`config.mk`:
```
export PLATFORM = sky130hd
export DESIGN_NAME = rc_servo_frame_receiver_flat
export DESIGN_NICKNAME = d
export VERILOG_FILES = /design/src/rtl/core/rsfr_pkg.sv /design/src/rtl/core/rsfr_stream_if.sv /design/src/rtl/core/rsfr_frame_parser.sv /design/src/rtl/core/rsfr_chan_store.sv /design/src/rtl/core/rsfr_chan_decode.sv /design/src/rtl/core/rc_servo_frame_receiver.sv /design/src/flat_wrapper.sv
export SDC_FILE = /design/constraint.sdc
export NUM_CORES = 1
export LEC_CHECK = 0
export ABC_CLOCK_PERIOD_IN_PS = 7900
export BUFFER_PORTS_ARGS = -buffer_cell sky130_fd_sc_hd__clkbuf_2
export CAP_MARGIN = 20
export CORE_MARGIN = 2
export CORE_UTILIZATION = 55
export CTS_CLUSTER_DIAMETER = 120
export DETAILED_ROUTE_END_ITERATION = 7
export PLACE_DENSITY = 0.73
export SLEW_MARGIN = 10
export SYNTH_ARGS = -nofsm -noshare
export SYNTH_HDL_FRONTEND = slang
export SYNTH_SLANG_ARGS = --single-unit
```
`constraint.sdc`:
```
create_clock -name clk -period 7.9 [get_ports clk]
set_clock_uncertainty 0.1 [all_clocks]
set_input_delay 0 -clock clk [delete_from_list [all_inputs] [get_ports clk]]
set_output_delay 0 -clock clk [all_outputs]
set_load 0.03 [all_outputs]
```
`src/rtl/core/rsfr_pkg.sv`:
```
// shared types and constants for the rc servo frame receiver
// no dependencies; the parser, decode, top level and checker refer to this package by scoped names
package rsfr_pkg;

	localparam logic [7:0]  HDR_FIRST  = 8'h20;
	localparam logic [7:0]  HDR_SECOND = 8'h40;
	localparam logic [15:0] CHECK_INIT = 16'hFFFF;
	localparam logic [15:0] SW3_LOW    = 16'd1250;
	localparam logic [15:0] SW3_HIGH   = 16'd1750;

	localparam int CFG_IDX_W  = 2;
	localparam int CFG_DATA_W = 32;

	localparam logic [CFG_IDX_W-1:0] CFG_CENTER   = 2'd0;
	localparam logic [CFG_IDX_W-1:0] CFG_DEADBAND = 2'd1;
	localparam logic [CFG_IDX_W-1:0] CFG_TIMEOUT  = 2'd2;

	localparam logic [1:0] KIND_CHANNEL = 2'd0;
	localparam logic [1:0] KIND_ERROR   = 2'd1;
	localparam logic [1:0] KIND_STATUS  = 2'd2;

	localparam logic         CMD_BYTE = 1'b0;
	localparam logic         CMD_TICK = 1'b1;

	// frame completion event from the parser
	typedef struct packed {
		logic done;
		logic good;
	} frame_evt_t;

	// decoded channel fields
	typedef struct packed {
		logic        [15:0] raw;
		logic signed [15:0] stick;
		logic               sw_two;
		logic        [1:0]  sw_three;
	} chan_res_t;

endpackage

```
`src/rtl/core/rsfr_stream_if.sv`:
```
// valid/ready channel interfaces for input items and result items
// depends on nothing; used by the top level and the testbench
interface rsfr_item_if;
	logic       valid;
	logic       ready;
	logic       command;
	logic [7:0] rx_byte;

	modport source (output valid, output command, output rx_byte, input ready);
	modport sink (input valid, input command, input rx_byte, output ready);
endinterface

interface rsfr_result_if;
	logic               valid;
	logic               ready;
	logic        [1:0]  kind;
	logic        [3:0]  channel_index;
	logic        [15:0] raw_value;
	logic signed [15:0] stick_value;
	logic               switch_two;
	logic        [1:0]  switch_three;
	logic               online;
	logic        [31:0] valid_frames;
	logic        [31:0] checksum_errors;
	logic               last;

	modport source (output valid, output kind, output channel_index, output raw_value,
		output stick_value, output switch_two, output switch_three, output online,
		output valid_frames, output checksum_errors, output last, input ready);
	modport sink (input valid, input kind, input channel_index, input raw_value,
		input stick_value, input switch_two, input switch_three, input online,
		input valid_frames, input checksum_errors, input last, output ready);
endinterface

```
`src/rtl/core/rsfr_frame_parser.sv`:
```
// byte parser: header hunt, running checksum, channel word writes into the channel store
// depends on rsfr_pkg
module rsfr_frame_parser #(
	parameter int CHANNELS = 14,
	parameter int IDX_W    = 4
) (
	input  logic                 clk,
	input  logic                 arst_n,
	input  logic                 byte_en,
	input  logic [7:0]           rx_byte,
	output rsfr_pkg::frame_evt_t evt,
	output logic                 wr_en,
	output logic [IDX_W-1:0]     wr_addr,
	output logic [15:0]          wr_data
);

	localparam int FRAME_LEN = 2 * CHANNELS + 4;
	localparam int POS_W     = $clog2(FRAME_LEN);
	localparam logic [POS_W-1:0] POS_SECOND = POS_W'(1);
	localparam logic [POS_W-1:0] POS_FIRST_CH = POS_W'(2);
	localparam logic [POS_W-1:0] POS_TRAIL = POS_W'(FRAME_LEN - 2);
	localparam logic [POS_W-1:0] POS_LAST  = POS_W'(FRAME_LEN - 1);

	logic [POS_W-1:0] pos_q, pos_d;
	logic [15:0]      acc_q, acc_d;
	logic [7:0]       low_q, low_d;
	logic [POS_W-1:0] byte_k;

	// offset of the byte within the channel/trailer area
	assign byte_k  = pos_q - POS_FIRST_CH;
	assign wr_addr = IDX_W'(byte_k >> 1);
	assign wr_data = {rx_byte, low_q};

	always_comb begin
		pos_d = pos_q;
		acc_d = acc_q;
		low_d = low_q;
		wr_en = 1'b0;
		evt   = '0;
		if (byte_en) begin
			if (pos_q == '0) begin
				if (rx_byte == rsfr_pkg::HDR_FIRST) begin
					pos_d = POS_SECOND;
					acc_d = {8'h00, rsfr_pkg::HDR_FIRST};
				end
			end else if (pos_q == POS_SECOND) begin
				if (rx_byte == rsfr_pkg::HDR_SECOND) begin
					pos_d = POS_FIRST_CH;
					acc_d = acc_q + {8'h00, rx_byte};
				end else if (rx_byte != rsfr_pkg::HDR_FIRST) begin
					pos_d = '0;
				end
			end else if (pos_q == POS_LAST) begin
				pos_d    = '0;
				evt.done = 1'b1;
				evt.good = (rsfr_pkg::CHECK_INIT - acc_q) == {rx_byte, low_q};
			end else begin
				pos_d = pos_q + POS_W'(1);
				if (!byte_k[0]) low_d = rx_byte;
				else wr_en = 1'b1;
				// the trailer is not part of the sum
				if (pos_q < POS_TRAIL) acc_d = acc_q + {8'h00, rx_byte};
			end
		end
	end

	always_ff @(posedge clk or negedge arst_n) begin
		if (!arst_n) begin
			pos_q <= '0;
		end else begin
			pos_q <= pos_d;
		end
	end

	always_ff @(posedge clk) begin
		acc_q <= acc_d;
		low_q <= low_d;
	end

endmodule

```
`src/rtl/core/rsfr_chan_store.sv`:
```
// channel value memory, one 16-bit word per channel, registered read port
// depends on nothing
module rsfr_chan_store #(
	parameter int DEPTH  = 14,
	parameter int ADDR_W = 4
) (
	input  logic              clk,
	input  logic              we,
	input  logic [ADDR_W-1:0] waddr,
	input  logic [15:0]       wdata,
	input  logic              re,
	input  logic [ADDR_W-1:0] raddr,
	output logic [15:0]       rdata
);

	// every entry is rewritten by a good frame before it is read back
	logic [15:0] mem [DEPTH];
	logic [15:0] rdata_q;

	always_ff @(posedge clk) begin
		if (we) mem[waddr] <= wdata;
		if (re) rdata_q <= mem[raddr];
	end

	assign rdata = rdata_q;

endmodule

```
`src/rtl/core/rsfr_chan_decode.sv`:
```
// channel decode: center offset, deadband, saturation and switch positions
// depends on rsfr_pkg
module rsfr_chan_decode (
	input  logic                clk,
	input  logic                load,
	input  logic [15:0]         raw,
	input  logic [15:0]         center,
	input  logic [14:0]         deadband,
	output rsfr_pkg::chan_res_t res
);

	localparam logic signed [17:0] STICK_MAX = 18'sd32767;
	localparam logic signed [17:0] STICK_MIN = -18'sd32768;

	logic        [15:0] raw_s1;
	logic signed [17:0] diff_s1;
	logic               sw_two_s1;
	logic signed [17:0] db_ext;
	logic signed [17:0] val;

	always_ff @(posedge clk) begin
		if (load) begin
			raw_s1    <= raw;
			diff_s1   <= $signed({2'b00, raw}) - $signed({2'b00, center});
			sw_two_s1 <= raw > center;
		end
	end

	assign db_ext = $signed({3'b000, deadband});

	always_comb begin
		if (diff_s1 > db_ext) val = diff_s1 - db_ext;
		else if (diff_s1 < -db_ext) val = diff_s1 + db_ext;
		else val = '0;

		res.raw    = raw_s1;
		res.sw_two = sw_two_s1;
		if (val > STICK_MAX) res.stick = 16'sh7FFF;
		else if (val < STICK_MIN) res.stick = 16'sh8000;
		else res.stick = val[15:0];

		if (raw_s1 <= rsfr_pkg::SW3_LOW) res.sw_three = 2'd0;
		else if (raw_s1 <= rsfr_pkg::SW3_HIGH) res.sw_three = 2'd1;
		else res.sw_three = 2'd2;
	end

endmodule

```
`src/rtl/core/rc_servo_frame_receiver.sv`:
```
// top level of the rc servo frame receiver: control, counters, configuration, result register
// depends on rsfr_pkg, rsfr_stream_if, rsfr_frame_parser, rsfr_chan_store, rsfr_chan_decode
//
// Items are bytes or millisecond ticks. A byte that does not end a frame is taken and the
// block is ready again at once. A tick or a frame with a bad checksum holds the input in
// the status or error state and yields one result. A good frame holds the input while
// each channel goes through a read of the channel memory, a register of the decode unit
// and the result register. A stalled result port holds the block in those states until
// the result register is free. The result register lets the next item in while the
// previous result is still waiting.
module rc_servo_frame_receiver #(
	parameter int CHANNELS = 14
) (
	input  logic                              clk,
	input  logic                              arst_n,
	input  logic                              cfg_we,
	input  logic [rsfr_pkg::CFG_IDX_W-1:0]    cfg_index,
	input  logic [rsfr_pkg::CFG_DATA_W-1:0]   cfg_wdata,
	rsfr_item_if.sink                         item,
	rsfr_result_if.source                     result
);

	localparam int IDX_W = (CHANNELS > 1) ? $clog2(CHANNELS) : 1;
	localparam logic [IDX_W-1:0] IDX_LAST = IDX_W'(CHANNELS - 1);

	typedef enum logic [5:0] {
		ST_IDLE   = 6'b000001,
		ST_STATUS = 6'b000010,
		ST_ERROR  = 6'b000100,
		ST_READ   = 6'b001000,
		ST_CALC   = 6'b010000,
		ST_PUT    = 6'b100000
	} state_t;

	state_t state_q, state_d;

	logic [15:0] center_q;
	logic [14:0] deadband_q;
	logic [31:0] timeout_q;
	logic [31:0] elapsed_q;
	logic [31:0] good_q;
	logic [31:0] bad_q;
	logic        seen_q;
	logic [IDX_W-1:0] idx_q;

	logic               res_valid_q;
	logic [1:0]         res_kind_q;
	logic [3:0]         res_index_q;
	logic [15:0]        res_raw_q;
	logic signed [15:0] res_stick_q;
	logic               res_sw_two_q;
	logic [1:0]         res_sw_three_q;
	logic               res_online_q;
	logic [31:0]        res_good_q;
	logic [31:0]        res_bad_q;
	logic               res_last_q;

	logic                 accept;
	logic                 byte_en;
	logic                 tick_en;
	logic                 slot_free;
	logic                 online;
	logic                 put_load;
	rsfr_pkg::frame_evt_t evt;
	logic                 wr_en;
	logic [IDX_W-1:0]     wr_addr;
	logic [15:0]          wr_data;
	logic [15:0]          rd_data;
	rsfr_pkg::chan_res_t  chan;

	assign item.ready = (state_q == ST_IDLE);
	assign accept     = item.valid && item.ready;
	assign byte_en    = accept && (item.command == rsfr_pkg::CMD_BYTE);
	assign tick_en    = accept && (item.command == rsfr_pkg::CMD_TICK);
	assign slot_free  = !res_valid_q || result.ready;
	assign online     = seen_q && (elapsed_q <= timeout_q);

	rsfr_frame_parser #(.CHANNELS(CHANNELS), .IDX_W(IDX_W)) u_parser (
		.clk     (clk),
		.arst_n  (arst_n),
		.byte_en (byte_en),
		.rx_byte (item.rx_byte),
		.evt     (evt),
		.wr_en   (wr_en),
		.wr_addr (wr_addr),
		.wr_data (wr_data)
	);

	rsfr_chan_store #(.DEPTH(CHANNELS), .ADDR_W(IDX_W)) u_store (
		.clk   (clk),
		.we    (wr_en),
		.waddr (wr_addr),
		.wdata (wr_data),
		.re    (state_q == ST_READ),
		.raddr (idx_q),
		.rdata (rd_data)
	);

	rsfr_chan_decode u_decode (
		.clk      (clk),
		.load     (state_q == ST_CALC),
		.raw      (rd_data),
		.center   (center_q),
		.deadband (deadband_q),
		.res      (chan)
	);

	always_ff @(posedge clk or negedge arst_n) begin
		if (!arst_n) begin
			center_q   <= 16'd1500;
			deadband_q <= 15'd20;
			timeout_q  <= 32'd100;
		end else if (cfg_we) begin
			unique case (cfg_index)
				rsfr_pkg::CFG_CENTER:   center_q   <= cfg_wdata[15:0];
				rsfr_pkg::CFG_DEADBAND: deadband_q <= cfg_wdata[14:0];
				rsfr_pkg::CFG_TIMEOUT:  timeout_q  <= cfg_wdata;
				default: ;
			endcase
		end
	end

	always_ff @(posedge clk or negedge arst_n) begin
		if (!arst_n) begin
			elapsed_q <= '0;
			good_q    <= '0;
			bad_q     <= '0;
			seen_q    <= 1'b0;
		end else begin
			if (tick_en && (elapsed_q != '1)) elapsed_q <= elapsed_q + 32'd1;
			if (evt.done && evt.good) begin
				elapsed_q <= '0;
				good_q    <= good_q + 32'd1;
				seen_q    <= 1'b1;
			end
			if (evt.done && !evt.good) bad_q <= bad_q + 32'd1;
		end
	end

	always_comb begin
		state_d  = state_q;
		put_load = 1'b0;
		unique case (state_q) inside
			ST_IDLE: begin
				if (tick_en) state_d = ST_STATUS;
				else if (evt.done) state_d = evt.good ? ST_READ : ST_ERROR;
			end
			ST_STATUS, ST_ERROR: begin
				if (slot_free) begin
					put_load = 1'b1;
					state_d  = ST_IDLE;
				end
			end
			ST_READ: state_d = ST_CALC;
			ST_CALC: state_d = ST_PUT;
			ST_PUT: begin
				if (slot_free) begin
					put_load = 1'b1;
					state_d  = (idx_q == IDX_LAST) ? ST_IDLE : ST_READ;
				end
			end
			default: state_d = ST_IDLE;
		endcase
	end

	always_ff @(posedge clk or negedge arst_n) begin
		if (!arst_n) begin
			state_q     <= ST_IDLE;
			idx_q       <= '0;
			res_valid_q <= 1'b0;
		end else begin
			state_q <= state_d;
			if (state_q == ST_IDLE) idx_q <= '0;
			else if (state_q == ST_PUT && put_load) idx_q <= idx_q + IDX_W'(1);
			if (put_load) res_valid_q <= 1'b1;
			else if (result.ready) res_valid_q <= 1'b0;
		end
	end

	always_ff @(posedge clk) begin
		if (put_load) begin
			res_online_q <= online;
			res_good_q   <= good_q;
			res_bad_q    <= bad_q;
			if (state_q == ST_PUT) begin
				res_kind_q     <= rsfr_pkg::KIND_CHANNEL;
				res_index_q    <= 4'(idx_q);
				res_raw_q      <= chan.raw;
				res_stick_q    <= chan.stick;
				res_sw_two_q   <= chan.sw_two;
				res_sw_three_q <= chan.sw_three;
				res_last_q     <= (idx_q == IDX_LAST);
			end else begin
				res_kind_q     <= (state_q == ST_STATUS) ? rsfr_pkg::KIND_STATUS
					: rsfr_pkg::KIND_ERROR;
				res_index_q    <= '0;
				res_raw_q      <= '0;
				res_stick_q    <= '0;
				res_sw_two_q   <= 1'b0;
				res_sw_three_q <= '0;
				res_last_q     <= 1'b1;
			end
		end
	end

	// the next frame can finish while a result waits, so the counters go with the result
	assign result.valid           = res_valid_q;
	assign result.kind            = res_kind_q;
	assign result.channel_index   = res_index_q;
	assign result.raw_value       = res_raw_q;
	assign result.stick_value     = res_stick_q;
	assign result.switch_two      = res_sw_two_q;
	assign result.switch_three    = res_sw_three_q;
	assign result.online          = res_online_q;
	assign result.valid_frames    = res_good_q;
	assign result.checksum_errors = res_bad_q;
	assign result.last            = res_last_q;

endmodule

```
`src/flat_wrapper.sv`:
```
// flat-port wrapper written by rule: the top's interface ports become plain ports
module rc_servo_frame_receiver_flat 
#(
	parameter int CHANNELS = 14
)
  (clk, arst_n, cfg_we, cfg_index, cfg_wdata, item_valid, item_command, item_rx_byte, item_ready, result_valid, result_kind, result_channel_index, result_raw_value, result_stick_value, result_switch_two, result_switch_three, result_online, result_valid_frames, result_checksum_errors, result_last, result_ready);
  rsfr_item_if item_i ();
  rsfr_result_if result_i ();
  input  logic clk;
  input  logic arst_n;
  input  logic cfg_we;
  input  logic [rsfr_pkg::CFG_IDX_W-1:0] cfg_index;
  input  logic [rsfr_pkg::CFG_DATA_W-1:0] cfg_wdata;
  input wire logic [$bits(item_i.valid)-1:0] item_valid;
  input wire logic [$bits(item_i.command)-1:0] item_command;
  input wire logic [$bits(item_i.rx_byte)-1:0] item_rx_byte;
  output wire logic [$bits(item_i.ready)-1:0] item_ready;
  output wire logic [$bits(result_i.valid)-1:0] result_valid;
  output wire logic [$bits(result_i.kind)-1:0] result_kind;
  output wire logic [$bits(result_i.channel_index)-1:0] result_channel_index;
  output wire logic [$bits(result_i.raw_value)-1:0] result_raw_value;
  output wire logic [$bits(result_i.stick_value)-1:0] result_stick_value;
  output wire logic [$bits(result_i.switch_two)-1:0] result_switch_two;
  output wire logic [$bits(result_i.switch_three)-1:0] result_switch_three;
  output wire logic [$bits(result_i.online)-1:0] result_online;
  output wire logic [$bits(result_i.valid_frames)-1:0] result_valid_frames;
  output wire logic [$bits(result_i.checksum_errors)-1:0] result_checksum_errors;
  output wire logic [$bits(result_i.last)-1:0] result_last;
  input wire logic [$bits(result_i.ready)-1:0] result_ready;
  assign item_i.valid = item_valid;
  assign item_i.command = item_command;
  assign item_i.rx_byte = item_rx_byte;
  assign item_ready = item_i.ready;
  assign result_valid = result_i.valid;
  assign result_kind = result_i.kind;
  assign result_channel_index = result_i.channel_index;
  assign result_raw_value = result_i.raw_value;
  assign result_stick_value = result_i.stick_value;
  assign result_switch_two = result_i.switch_two;
  assign result_switch_three = result_i.switch_three;
  assign result_online = result_i.online;
  assign result_valid_frames = result_i.valid_frames;
  assign result_checksum_errors = result_i.checksum_errors;
  assign result_last = result_i.last;
  assign result_i.ready = result_ready;
  rc_servo_frame_receiver #(.CHANNELS(CHANNELS)) u_core (.clk(clk), .arst_n(arst_n), .cfg_we(cfg_we), .cfg_index(cfg_index), .cfg_wdata(cfg_wdata), .item(item_i), .result(result_i));
endmodule
```
==> flow_metrics.env <==
export IMPL_outcome="finished clean"
export IMPL_cts_buffers=59
export IMPL_synthArstFlopShare=0.3029
export IMPL_synth_cell_types=75
export IMPL_first_global_vias=16980
export IMPL_synth_top_area_share=0.4556
export IMPL_grt_overflow=0
export IMPL_cts_resized_gates=0
export IMPL_crit_type="flop to flop"
export IMPL_dieArea_um2=50310
export IMPL_start_util=0.5579
export IMPL_crit_chain="inv_1, ha_1, and3_1, nand3_1, nor2_1, xnor2_1, ha_1, a211oi_1, o21ai_0, nand4bb_1, o22ai_1, and2_0, a41oi_1, buf_4, o31ai_1"
export IMPL_antenna_left=0
export IMPL_avgSynthCellArea_um2=13.67
export IMPL_cp_end_kind="flop"
export IMPL_synth_edf_count=405
export IMPL_crit_arrival_ns=5.04
export IMPL_clock_latency_ns=0.63
export IMPL_critical_path_top_delay_family="simple AND/OR/NAND/NOR gates"
export IMPL_antenna_found_initial=0
export IMPL_cts_num_sinks=581
export IMPL_finalHoldViolations=0
export IMPL_nets=2383
export IMPL_synth_most_common_cell="edfxtp_1"
export IMPL_postCtsSetupBuffers=0
export IMPL_crit_top_cell="ha_1"
export IMPL_rsz0062_at_grt="false"
export IMPL_vias_per_cell=5.808
export IMPL_drt_total_wl_um=59980
export IMPL_crit_buf_inv=2
export IMPL_synthesis_nets=2118
export IMPL_synthFlopType="edfxtp_1"
export IMPL_critPathMaxFanout=15
export IMPL_finalSetupViolCount=0
export IMPL_max_slew_worst_pin_slew_ns=1.080
export IMPL_synth_top_family_by_area="simple AND/OR/NAND/NOR gates"
export IMPL_grt_pass1_wl_um=93880
export IMPL_path_clk_slew_ns=0.06
export IMPL_finalSetupTns_ns=0
export IMPL_io_buffers=156
export IMPL_cap_violations=0
export IMPL_crit_slowest_cell="and2_0"
export IMPL_synth_top_cell_by_area="edfxtp_1"
export IMPL_fillers=3404
export IMPL_muxShareOfSynthArea=0.08376
export IMPL_fmax_ghz=0.2126
export IMPL_die_y_um=224.3
export IMPL_num_io_pins=157
export IMPL_drcViolationCount=0
export IMPL_synth_area_leaders="edfxtp_1, dfrtp_1, mux4_2, ha_1, xnor2_1"
export IMPL_grt_start_max_net_pins=107
export IMPL_yosysWarningCount=0
export IMPL_setup_slack_ns=3.197
export IMPL_cts_root_buffer="clkbuf_16"
export IMPL_vdd_drop_max_uv=172.2
export IMPL_fin_crit_ns=4.703
export IMPL_track_usage=0.2410
export IMPL_dp_hpwl_um=40250
export IMPL_required_ns=8.24
export IMPL_place_ws_ns=2.992
export IMPL_seq_area_frac_synth=0.6212
export IMPL_synth_xor_area_share=0.04495
export IMPL_synthesis_area_um2=26690
export IMPL_critical_path_max_stage_delay_ns=0.72
export IMPL_coreArea_um2=47850
export IMPL_num_vias=16750
export IMPL_p_per_area_nw_per_um2=251.4
export IMPL_globalplace_congestion=0.8943
export IMPL_cts_buffer_depth=3
export IMPL_synth_compound_area_frac=0.06558
export IMPL_drive_gt1_frac=0.1984
export IMPL_area_growth_syn_to_layout_pct=16.63
export IMPL_synth_simple_gate_area_frac=0.1045
export IMPL_avgRoutedWirePerCell_um=20.81
export IMPL_drt_iter0_drc=1268
export IMPL_cts_tree="yes"
export IMPL_synthCells=1953
export IMPL_synthTopCellsByCount="edfxtp_1, dfrtp_1, nor2_1"
export IMPL_period_share=0.5954
export IMPL_cp_start_kind="flop"
export IMPL_rows=80
export IMPL_p_leak_uw=0.01225
export IMPL_synth_seq_cells=581
export IMPL_slew_violations=0
export IMPL_firstDrtPassIters=5
export IMPL_cts_max_level=2
export IMPL_hp_class="primary input to flop"
export IMPL_diodes=0
export IMPL_synthAdderAreaFrac=0.05597
export IMPL_fp_dieW_um=224.3
export IMPL_relSlewSlack=0.2740
layout by cell type, fill, tap and decap left out, types with 9 or more instances in the layout:
cell type,instances
nor3_1,28
nand2_1,112
mux4_2,64
mux2_2,67
clkbuf_2,155
nand3_1,61
o21ai_0,74
or3_1,12
ha_1,113
edfxtp_1,405
buf_4,31
nand2b_1,13
dfrtp_1,161
nor4_1,9
bufinv_16,10
dfstp_2,13
nand4_1,33
a21boi_0,9
a21oi_1,61
inv_1,113
nor2_1,138
clkbuf_16,59
and3_1,45
dlygate4sd3_1,73
and4_1,11
and2_1,13
xnor2_1,88
o31ai_1,9
clkbuf_1,12
a21o_1,20
nor2b_1,22
a221oi_1,9
xor2_1,49
metal layers:
metal,global-route usage,part of all wire,up-vias
li1,-,-,7801
met1,0.3122,0.41,8435
met2,0.4202,0.51,414
met3,0.03684,0.050,95
met4,0.07733,0.026,0
met5,0,0,-
power breakdown:
| group | total, uW | internal (uW) | switching (uW) |
|---|---|---|---|
| logic | 1220 | 458 | 765 |
| clock network | 2930 | 1760 | 1170 |
| registers | 3670 | 3520 | 153 |
area by class of cell:
cell class	count	area, um^2	share of cell area
clock buffers	77	1604	0.05153
clock inverters	34	455.4	0.01463
inverters	113	424.2	0.01362
multi-input cells	1202	9513	0.3056
flip-flops and latches	581	16590	0.5328
well taps	615	769.5	0.02472
repair buffers	261	1778	0.05711
tightest hold or removal path: cells and delay by family:
kind     cells  cell delay, ns
buf+inv      2            0.62
mux          1            0.14
state kept, by name, summed over array words and instances, names as in the netlist, 17 cells and up:
register,count
u_core.result.checksum_errors,32
u_core.bad_q,32
u_core.timeout_q,32
u_core.result.valid_frames,32
u_core.good_q,32
u_core.elapsed_q,32
u_core.u_store.mem,224
u_core.u_decode.diff_s1,17
metrics by stage:
step	power (uW)	util	cell area, um^2	hold slack, ns	cells
6_report	7825	0.6507	31130	0.07283	2883
2_1_floorplan	4528	-	26690	-0.3956	1953
3_5_place_dp	4894	0.5916	28310	0.1175	2697
5_1_grt	8136	0.6507	31130	0.06360	2883
3_3_place_gp	4854	0.5916	28310	0.1064	2697
4_1_cts	7864	0.6497	31090	0.006814	2880
final timing paths:
kind / cells past startpoint / slack [ns] / from / to
min in group asynchronous: 3 / 0.29 / arst_n / u_core.timeout_q[19]
worst min-delay path: 3 / 0.07 / cfg_wdata[16] / u_core.timeout_q[16]
worst min register to register: 0 / 0.35 / u_core.bad_q[17] / u_core.result.checksum_errors[17]
worst max-delay path: 15 / 3.20 / u_core.deadband_q[1] / u_core.result.stick_value[8]
worst max register to register: 15 / 3.20 / u_core.deadband_q[1] / u_core.result.stick_value[8]
max in group asynchronous: 4 / 6.04 / arst_n / u_core.idx_q[0]
timing repair:
item	4_1_cts	5_1_grt
hold buffers	72	1
setup endpoints to repair	0	0
endpoints found under the hold margin	316	25
kinds of logic after synthesis:
logic type | after synthesis
AND/OR/NAND/NOR | 544
buffers and inverters | 170
XOR/XNOR | 137
multiplexers | 135
AO/OA/AOI/OAI | 269
flip-flops | 581
adder cells (fa/ha/maj) | 117
Note: power is estimated with default switching activity, not from simulation.
